[src/hdl/assert_macros.svh]
// Assertion macros for the RTL of the pulse scheduler.
`ifndef ASSERT_MACROS_SVH
`define ASSERT_MACROS_SVH

// Check a condition at every clock edge outside reset.
`define DPS_ASSERT_ALWAYS(label, cond, msg) \
    label: assert property (@(posedge clk) disable iff (!rst_n) (cond)) else $error(msg);

// Check that a trigger implies a consequence in the same cycle.
`define DPS_ASSERT_IMPLY(label, trig, cons, msg) \
    label: assert property (@(posedge clk) disable iff (!rst_n) (trig) |-> (cons)) \
        else $error(msg);

// Check that a trigger implies a consequence in the next cycle.
`define DPS_ASSERT_NEXT(label, trig, cons, msg) \
    label: assert property (@(posedge clk) disable iff (!rst_n) (trig) |=> (cons)) \
        else $error(msg);

`endif

[src/hdl/dps_pkg.sv]
// Package with payload types and constants of the delayed pulse scheduler.
`timescale 1ns / 1ps
`default_nettype none

package dps_pkg;

    localparam int SLOTS_DEF      = 16;
    localparam int TIME_WIDTH_DEF = 32;
    localparam int DELAY_W        = 32;
    localparam int PENDING_W      = 5;

    typedef struct packed {
        logic               advance;
        logic               add_request;
        logic [DELAY_W-1:0] delay_ticks;
        logic               poll_request;
    } dps_req_t;

    typedef struct packed {
        logic                 pulse;
        logic                 dropped;
        logic [PENDING_W-1:0] pending;
    } dps_res_t;

endpackage

`default_nettype wire

[src/hdl/dps_slot_ram.sv]
// Slot memory: one write port and one registered read port.
`timescale 1ns / 1ps
`default_nettype none

module dps_slot_ram #(
    parameter int DEPTH  = 16,
    parameter int WIDTH  = 32,
    parameter int ADDR_W = 4
) (
    input  wire logic              clk,
    input  wire logic              wr_en,
    input  wire logic [ADDR_W-1:0] wr_addr,
    input  wire logic [WIDTH-1:0]  wr_data,
    input  wire logic              rd_en,
    input  wire logic [ADDR_W-1:0] rd_addr,
    output logic      [WIDTH-1:0]  rd_data
);

    logic [WIDTH-1:0] mem [DEPTH];
    logic [WIDTH-1:0] rd_data_reg;

    always_ff @(posedge clk)
    begin
        if (wr_en)
        begin
            mem[wr_addr] <= wr_data;
        end
    end

    always_ff @(posedge clk)
    begin
        if (rd_en)
        begin
            rd_data_reg <= mem[rd_addr];
        end
    end

    assign rd_data = rd_data_reg;

endmodule

`default_nettype wire

[src/hdl/delayed_pulse_scheduler_core.sv]
// Top level of the delayed pulse scheduler: request sequencing and slot sweep.
//
// Usage:
//   The request channel (req_valid, req_stall, req_data) carries one time step:
//   advance, add_request with delay_ticks, and poll_request. The result channel
//   (res_valid, res_stall, res_data) returns one item per request: pulse,
//   dropped and the number of pending entries afterwards.
//   Each request sweeps the slot memory once, one slot per cycle through a
//   registered read, a decrement/compare and a write back. After acceptance
//   the sweep runs in ST_RUN; ST_DONE then loads the result into the output
//   register and returns to ST_IDLE, where the next request can be accepted.
//   The sweep length, set by the single read port of the slot memory, sets
//   the throughput. One request is in work at a time.
//   A finished result sits in an output register; a new request is accepted
//   while that result still waits. If the receiver stalls and a second
//   result is ready, the sweep holds its result until the register frees.
//   Reset clears all slot valid bits and the pending count at once; the
//   counter memory needs no clearing pass: no invalid slot's value is used.
`timescale 1ns / 1ps
`default_nettype none

module delayed_pulse_scheduler_core #(
    parameter int SLOTS      = dps_pkg::SLOTS_DEF,
    parameter int TIME_WIDTH = dps_pkg::TIME_WIDTH_DEF
) (
    input  wire logic              clk,
    input  wire logic              rst_n,
    input  wire logic              req_valid,
    output logic                   req_stall,
    input  wire dps_pkg::dps_req_t req_data,
    output logic                   res_valid,
    input  wire logic              res_stall,
    output dps_pkg::dps_res_t      res_data
);

    import dps_pkg::*;

    `include "assert_macros.svh"

    localparam int IdxW = (SLOTS > 1) ? $clog2(SLOTS) : 1;
    localparam int CntW = $clog2(SLOTS + 1);

    localparam logic [1:0] ST_IDLE = 2'd0;
    localparam logic [1:0] ST_RUN  = 2'd1;
    localparam logic [1:0] ST_DONE = 2'd2;

    logic [1:0]            state_reg, state_next;
    logic [CntW-1:0]       issue_cnt_reg, issue_cnt_next;
    logic                  rd_vld_reg, rd_vld_next;
    logic [IdxW-1:0]       rd_idx_reg, rd_idx_next;
    logic [SLOTS-1:0]      slot_valid_reg, slot_valid_next;
    logic [CntW-1:0]       count_reg, count_next;
    logic                  adv_reg, adv_next;
    logic                  add_reg, add_next;
    logic                  poll_reg, poll_next;
    logic [TIME_WIDTH-1:0] delay_reg, delay_next;
    logic                  added_reg, added_next;
    logic                  polled_reg, polled_next;
    logic                  res_valid_reg, res_valid_next;
    dps_res_t              res_data_reg, res_data_next;

    logic                  rd_en;
    logic [TIME_WIDTH-1:0] rd_data;
    logic                  wr_en;
    logic [TIME_WIDTH-1:0] wr_val;
    logic                  cur_v;
    logic                  new_v;
    logic [TIME_WIDTH-1:0] dec_val;
    logic                  take_add;
    logic                  take_poll;
    logic                  last_slot;
    logic                  res_free;
    logic [TIME_WIDTH+DELAY_W-1:0] delay_ext;
    logic [CntW+PENDING_W-1:0]     count_ext;

    assign delay_ext = {{TIME_WIDTH{1'b0}}, req_data.delay_ticks};
    assign count_ext = {{PENDING_W{1'b0}}, count_reg};

    assign req_stall = (state_reg != ST_IDLE);
    assign rd_en     = (state_reg == ST_RUN) && (issue_cnt_reg < CntW'(SLOTS));
    assign last_slot = (rd_idx_reg == IdxW'(SLOTS - 1));
    assign res_free  = !res_valid_reg || !res_stall;

    dps_slot_ram #(
        .DEPTH  (SLOTS),
        .WIDTH  (TIME_WIDTH),
        .ADDR_W (IdxW)
    ) u_slot_ram (
        .clk     (clk),
        .wr_en   (wr_en),
        .wr_addr (rd_idx_reg),
        .wr_data (wr_val),
        .rd_en   (rd_en),
        .rd_addr (issue_cnt_reg[IdxW-1:0]),
        .rd_data (rd_data)
    );

    // Per-slot step: count down on advance, fill the first free slot, take the first due one.
    always_comb
    begin
        cur_v     = slot_valid_reg[rd_idx_reg];
        dec_val   = (cur_v && adv_reg && (rd_data != '0)) ? rd_data - TIME_WIDTH'(1) : rd_data;
        take_add  = rd_vld_reg && !cur_v && add_reg && !added_reg;
        new_v     = cur_v || take_add;
        wr_val    = take_add ? delay_reg : dec_val;
        take_poll = rd_vld_reg && poll_reg && !polled_reg && new_v && (wr_val == '0);
        wr_en     = rd_vld_reg;
    end

    always_comb
    begin
        state_next      = state_reg;
        issue_cnt_next  = issue_cnt_reg;
        rd_vld_next     = rd_en;
        rd_idx_next     = rd_en ? issue_cnt_reg[IdxW-1:0] : rd_idx_reg;
        slot_valid_next = slot_valid_reg;
        count_next      = count_reg + CntW'(take_add) - CntW'(take_poll);
        adv_next        = adv_reg;
        add_next        = add_reg;
        poll_next       = poll_reg;
        delay_next      = delay_reg;
        added_next      = added_reg || take_add;
        polled_next     = polled_reg || take_poll;
        res_valid_next  = res_valid_reg && res_stall;
        res_data_next   = res_data_reg;

        if (rd_vld_reg)
        begin
            slot_valid_next[rd_idx_reg] = new_v && !take_poll;
        end

        unique case (state_reg)
            ST_IDLE:
            begin
                if (req_valid)
                begin
                    adv_next       = req_data.advance;
                    add_next       = req_data.add_request;
                    poll_next      = req_data.poll_request;
                    delay_next     = delay_ext[TIME_WIDTH-1:0];
                    added_next     = 1'b0;
                    polled_next    = 1'b0;
                    issue_cnt_next = '0;
                    state_next     = ST_RUN;
                end
            end
            ST_RUN:
            begin
                if (rd_en)
                begin
                    issue_cnt_next = issue_cnt_reg + CntW'(1);
                end
                if (rd_vld_reg && last_slot)
                begin
                    state_next = ST_DONE;
                end
            end
            ST_DONE:
            begin
                // hold the result until the output register frees
                if (res_free)
                begin
                    res_valid_next        = 1'b1;
                    res_data_next.pulse   = polled_reg;
                    res_data_next.dropped = add_reg && !added_reg;
                    res_data_next.pending = count_ext[PENDING_W-1:0];
                    state_next            = ST_IDLE;
                end
            end
            default:
            begin
                state_next = ST_IDLE;
            end
        endcase
    end

    always_ff @(posedge clk or negedge rst_n)
    begin
        if (!rst_n)
        begin
            state_reg      <= ST_IDLE;
            issue_cnt_reg  <= '0;
            rd_vld_reg     <= 1'b0;
            slot_valid_reg <= '0;
            count_reg      <= '0;
            added_reg      <= 1'b0;
            polled_reg     <= 1'b0;
            res_valid_reg  <= 1'b0;
        end
        else
        begin
            state_reg      <= state_next;
            issue_cnt_reg  <= issue_cnt_next;
            rd_vld_reg     <= rd_vld_next;
            slot_valid_reg <= slot_valid_next;
            count_reg      <= count_next;
            added_reg      <= added_next;
            polled_reg     <= polled_next;
            res_valid_reg  <= res_valid_next;
        end
    end

    always_ff @(posedge clk)
    begin
        rd_idx_reg   <= rd_idx_next;
        adv_reg      <= adv_next;
        add_reg      <= add_next;
        poll_reg     <= poll_next;
        delay_reg    <= delay_next;
        res_data_reg <= res_data_next;
    end

    assign res_valid = res_valid_reg;
    assign res_data  = res_data_reg;

    `DPS_ASSERT_ALWAYS(a_count_matches, $countones(slot_valid_reg) == int'(count_reg), "pending count out of step with valid bits")
    `DPS_ASSERT_IMPLY(a_read_in_run, rd_vld_reg, state_reg == ST_RUN, "slot read data outside a sweep")
    // a dropped add saw every slot in use; a poll in the same sweep may have freed one
    `DPS_ASSERT_IMPLY(a_drop_when_full, (state_reg == ST_DONE) && res_free && add_reg && !added_reg, count_reg == CntW'(SLOTS) - CntW'(polled_reg), "add dropped with a free slot")
    `DPS_ASSERT_NEXT(a_one_take, rd_vld_reg && take_poll, polled_reg, "poll take not recorded")

endmodule

`default_nettype wire
[config.mk]
export PLATFORM = sky130hd
export DESIGN_NAME = delayed_pulse_scheduler_core
export DESIGN_NICKNAME = d
export VERILOG_FILES = /design/src/hdl/dps_pkg.sv /design/src/hdl/dps_slot_ram.sv /design/src/hdl/delayed_pulse_scheduler_core.sv
export VERILOG_INCLUDE_DIRS = /design/src /design/src/hdl
export SDC_FILE = /design/constraint.sdc
export NUM_CORES = 1
export LEC_CHECK = 0
export ABC_AREA = 1
export BUFFER_PORTS_ARGS = -buffer_cell sky130_fd_sc_hd__buf_2
export CAP_MARGIN = 20
export CELL_PAD_IN_SITES_DETAIL_PLACEMENT = 2
export CELL_PAD_IN_SITES_GLOBAL_PLACEMENT = 2
export CORE_UTILIZATION = 35
export CTS_CLUSTER_SIZE = 25
export DETAILED_ROUTE_END_ITERATION = 10
export GPL_ROUTABILITY_DRIVEN = 0
export GPL_TIMING_DRIVEN = 0
export PLACE_DENSITY = 0.61
export SLEW_MARGIN = 10
export SYNTH_ARGS = -nofsm -noshare
export SYNTH_HDL_FRONTEND = slang
export SYNTH_SLANG_ARGS = --single-unit
[constraint.sdc]
create_clock -name clk -period 8.1 [get_ports clk]
set_clock_uncertainty 0.15 [all_clocks]
set_input_delay 0.405 -clock clk [delete_from_list [all_inputs] [get_ports clk]]
set_output_delay 0.405 -clock clk [all_outputs]
set_load 0.05 [all_outputs]
==> flow_metrics.py <==
metrics = {
    "synth": {
        "postSynth.asyncResetShare_pct": 5.14,
        "synth_xor_area_share_pct": 0.918,
        "synth.ff_latch_count": 622,
        "synthCells": 2074,
        "synth_simple_gate_area_share_pct": 13.9,
        "distinct_cell_type_count_of_the_synthesized_netlist": 43,
        "synth_top_family_by_area": "simple AND/OR/NAND/NOR gates",
        "synth-seq-area-share_pct": 71.9,
        "syn_area_per_cell_um2": 12.4,
        "synth_top_flop_cell": "sky130_fd_sc_hd__edfxtp_1",
        "mappedNetlistNets": 2121,
        "synth_fa_ha_area_share_pct": 0.418,
        "area_fraction_in_compound_gates_after_synthesis_pct": 7.89,
        "netlist_area_um2": 25800,
        "muxShareOfSynthArea_pct": 1.98,
        "synth-warning-count": 0,
        "edff_count_synth": 590,
    },
    "flow_run": {
        "maxCapViolCount": 0,
    },
    "sta": {
        "timing_worst_slew_pin_value_ns": 0.959,
        "final.min_clock_period_ns": 5.52,
        "post-route-period-util_pct": 68.2,
        "timing.final.hold_violations": 0,
        "fmax_mhz": 181,
        "relSlewSlack_pct": 36.1,
        "fin_tns_setup_ns": 0,
        "unrepaired_setup_endpoints_after_global_routing": "false",
        "final_critical_path_setup_slack_ns": 2.58,
        "timing.hold.ws_ns": 0.113,
        "finalSetupViolations": 0,
        "timing_max_transition_violations_final": 0,
    },
    "setup_path": {
        "required_ns": 8.47,
        "path_max_fanout": 17,
        "critical_path_launch_point_type": "register",
        "worst-r2r-setup-slack_ns": 2.58,
        "timing.critical_path.arrival_ns": 5.89,
        "criticalPathCategory": "reg -> reg",
        "end_kind": "register",
    },
    "grt": {
        "grt_pass1_wl_um": 135000,
        "grt.busiest_layer": "met2",
        "grt.met3_usage_pct": 3.47,
        "pin_count_of_the_biggest_net_entering_global_routing": 33,
        "antenna_found_initial": 6,
        "grt_pass1_vias": 19600,
        "globalRouteMet1Util_pct": 32.0,
        "gr-usage-all-layers_pct": 25.3,
        "globalRoute.totalOverflow": 0,
        "global_route_track_usage_on_met2_pct": 44.4,
    },
    "detailed_routing": {
        "detail_route.first_pass.iterations": 5,
        "drt-vias-per-instance": 5.47,
        "first_iter_violations": 1245,
        "vias_after_detailed_routing": 17900,
        "drt_drc_violations_left": 0,
        "wirelength_um": 94000,
        "drtAntennaViolNets": 0,
        "routedWlPerCell_um": 28.7,
    },
    "clocking": {
        "cts.reportedPaths.clkPinSlew_ns": 0.06,
        "clock_tree.root_cell": "sky130_fd_sc_hd__clkbuf_16",
        "cts.path.max_buffers": 3,
        "cts_max_level": 3,
        "clock_latency_on_the_worst_skew_pair_ns": 0.62,
        "tritoncts.num_buffers": 73,
        "tritoncts_clock_tree": "built",
        "numClockSinks": 622,
    },
    "cells_and_area": {
        "synthToLayoutAreaGrowth_pct": 18.4,
        "post-route-cell-area_um2": 30500,
        "share_of_layout_cells_above_drive_strength_1_pct": 9.17,
        "largest_register_ff_count": 512,
        "finish.net_count": 2305,
    },
    "floorplan": {
        "die-area_um2": 74700,
        "initial_utilization_pct": 35.3,
        "core_area_um2": 73000,
        "top_level_ports": 48,
        "placement_rows": 99,
        "width_of_the_chip_um": 273,
        "chipHeight_um": 273,
    },
    "power": {
        "power_frac_comb_pct": 38.3,
        "p_clk_share_pct": 23.0,
        "vdd_drop_max_mv": 0.236,
        "design_power_mw": 13.8,
        "netSwitchingFraction_pct": 42.0,
        "switchingPower_mw": 5.81,
        "cell_internal_pwr_mw": 8.04,
        "p_leak_nw": 10.6,
        "pwr-share-seq_pct": 38.7,
        "powerDensity_nw_per_um2": 454,
    },
    "worst_hold_path": {
        "min-delay-path-class": "in -> reg",
    },
    "place": {
        "dp.final_hpwl_um": 65500,
        "place.port_buffers": 47,
        "placed_cell_area_um2": 27900,
        "detailedPlace.worstSlack_ns": 2.39,
    },
    "outcome": {
        "status": "complete, no violations",
    },
}
-- stage by stage --
step           util (%)  std cells
4_1_cts            41.8       3269
3_3_place_gp       37.3       3080
5_1_grt            41.8       3270
3_5_place_dp       38.2       3104
6_report           41.8       3271
2_1_floorplan         -       2074
-- synth_stat cells (2+ instances only) --
cell	count	area [µm²]
sky130_fd_sc_hd__buf_1	13	48.8
sky130_fd_sc_hd__buf_6	4	45.0
sky130_fd_sc_hd__nand2_2	3	18.8
sky130_fd_sc_hd__buf_2	8	40.0
sky130_fd_sc_hd__nand2_1	296	1110
sky130_fd_sc_hd__nor4_1	2	12.5
sky130_fd_sc_hd__o221ai_1	51	447
sky130_fd_sc_hd__or2_1	8	50.1
sky130_fd_sc_hd__nor3_1	7	35.0
sky130_fd_sc_hd__xnor2_1	16	140
sky130_fd_sc_hd__edfxtp_1	590	17700
sky130_fd_sc_hd__clkbuf_1	85	319
sky130_fd_sc_hd__o32ai_1	77	674
sky130_fd_sc_hd__inv_1	81	304
sky130_fd_sc_hd__inv_2	6	22.5
sky130_fd_sc_hd__nor2_1	384	1440
sky130_fd_sc_hd__o211ai_1	13	97.6
sky130_fd_sc_hd__xor2_1	11	96.3
sky130_fd_sc_hd__nor2_4	2	22.5
sky130_fd_sc_hd__ha_1	7	87.6
sky130_fd_sc_hd__o21ai_0	150	751
sky130_fd_sc_hd__and2_1	3	18.8
sky130_fd_sc_hd__nand4_1	8	50.1
sky130_fd_sc_hd__nand3b_1	2	15.0
sky130_fd_sc_hd__a21oi_1	4	20.0
sky130_fd_sc_hd__dfrtp_1	32	801
sky130_fd_sc_hd__nand3_1	129	646
sky130_fd_sc_hd__nor2_2	2	12.5
sky130_fd_sc_hd__or2_0	16	100
sky130_fd_sc_hd__mux2i_1	51	510
-- what timing repair did --
item,4_1_cts,5_1_grt
buffers inserted,0,0
endpoints found under the hold margin,69,0
resized for setup,0,0
hold buffers,37,0
endpoints found under the setup margin,0,0
-- cells in the final DEF, fill, tap and decap left out, types with 2 or more instances in the layout --
cell,count
sky130_fd_sc_hd__clkinv_1,18
sky130_fd_sc_hd__ha_1,7
sky130_fd_sc_hd__nor2_2,2
sky130_fd_sc_hd__or2_1,8
sky130_fd_sc_hd__and2_1,3
sky130_fd_sc_hd__bufinv_16,4
sky130_fd_sc_hd__nand3_1,129
sky130_fd_sc_hd__edfxtp_1,590
sky130_fd_sc_hd__nor2_1,367
sky130_fd_sc_hd__nor4_1,2
sky130_fd_sc_hd__clkinv_2,5
sky130_fd_sc_hd__nand4_1,8
sky130_fd_sc_hd__clkinv_8,3
sky130_fd_sc_hd__clkbuf_16,74
sky130_fd_sc_hd__nor2_4,19
sky130_fd_sc_hd__o21ai_0,150
sky130_fd_sc_hd__inv_1,80
sky130_fd_sc_hd__or2_0,16
sky130_fd_sc_hd__mux2i_1,51
sky130_fd_sc_hd__nand2_2,3
sky130_fd_sc_hd__dlygate4sd3_1,37
sky130_fd_sc_hd__dfrtp_1,32
sky130_fd_sc_hd__o221ai_1,51
sky130_fd_sc_hd__clkbuf_8,3
sky130_fd_sc_hd__nor3_1,7
sky130_fd_sc_hd__buf_16,9
sky130_fd_sc_hd__xor2_1,11
sky130_fd_sc_hd__buf_1,13
sky130_fd_sc_hd__inv_2,7
sky130_fd_sc_hd__o32ai_1,77
sky130_fd_sc_hd__buf_12,14
sky130_fd_sc_hd__a21oi_1,4
sky130_fd_sc_hd__nand3b_1,2
sky130_fd_sc_hd__buf_6,5
sky130_fd_sc_hd__xnor2_1,16
sky130_fd_sc_hd__buf_2,55
sky130_fd_sc_hd__nand2_1,296
sky130_fd_sc_hd__clkbuf_1,104
sky130_fd_sc_hd__o211ai_1,13
-- per-layer routing --
layer | routed length, µm | share of wire (%)
met1 | 40100 | 43
met2 | 47200 | 50
met3 | 3580 | 3.8
met4 | 3120 | 3.3
met5 | 0 | 0
-- kinds of logic (layout without fill, tap and decap cells) --
kind of cell | count (synthesis) | in the layout
adder cells (fa/ha/maj) | 8 | 8
XOR/XNOR | 27 | 27
AND/OR/NAND/NOR | 867 | 867
multiplexers | 51 | 51
AO/OA/AOI/OAI | 301 | 301
flip-flops | 622 | 622
other | 0 | 1
buffers and inverters | 198 | 435
-- path summary, 6_finish.rpt --
check / startpoint / end / depth (start not counted)
worst max-delay path: rd_idx_reg[2] / count_reg[4] / 21
worst min-delay path: req_valid / state_reg[0] / 3
worst max register to register: rd_idx_reg[2] / count_reg[4] / 21
worst min register to register: count_reg[4] / res_data[4] / 0
max in group asynchronous: rst_n / count_reg[0] / 2
min in group asynchronous: rst_n / issue_cnt_reg[0] / 2
-- critical path, cell delays in order (launching register included) --
cell and delay, ns:
sky130_fd_sc_hd__edfxtp_1 0.41, sky130_fd_sc_hd__inv_1 0.09, sky130_fd_sc_hd__nand2_1 0.31, sky130_fd_sc_hd__inv_2 0.13
sky130_fd_sc_hd__nand2_1 0.08, sky130_fd_sc_hd__nand2_2 0.13, sky130_fd_sc_hd__nor2_4 0.07, sky130_fd_sc_hd__nand3_4 0.10
sky130_fd_sc_hd__clkbuf_1 0.56, sky130_fd_sc_hd__nand3_1 0.18, sky130_fd_sc_hd__nand2_1 0.19, sky130_fd_sc_hd__inv_1 0.34
sky130_fd_sc_hd__nor4_1 0.71, sky130_fd_sc_hd__nand3_1 0.16, sky130_fd_sc_hd__nor2_1 0.43, sky130_fd_sc_hd__ha_1 0.31
sky130_fd_sc_hd__inv_1 0.06, sky130_fd_sc_hd__ha_1 0.16, sky130_fd_sc_hd__inv_1 0.06, sky130_fd_sc_hd__fa_1 0.40
sky130_fd_sc_hd__o21ai_0 0.21, sky130_fd_sc_hd__xor2_1 0.16
-- area by class of cell --
type                       instances  area (µm²)
antenna                            1        2.50
clock buffer                      96        1960
fill                            7371       42400
tap                              959        1200
sequential                       622       18500
inverter                          88         330
timing repair buffer             109        1160
clock inverter                    32         295
multi-input combinational       1254        6600
buffer                           110         453
-- power by group through the flow --
| stage | combinational (mW) | sequential [mW] | clock (mW) |
|---|---|---|---|
| 3_3_place_gp | 4.91 | 5.45 | 0 |
| 3_5_place_dp | 5.28 | 5.43 | 0 |
| 2_1_floorplan | 2.72 | 5.28 | 0 |
| 6_report | 5.31 | 5.36 | 3.18 |
| 4_1_cts | 5.33 | 5.37 | 3.24 |
| 5_1_grt | 5.69 | 5.42 | 3.34 |
Power figures use the tool's default switching activity.
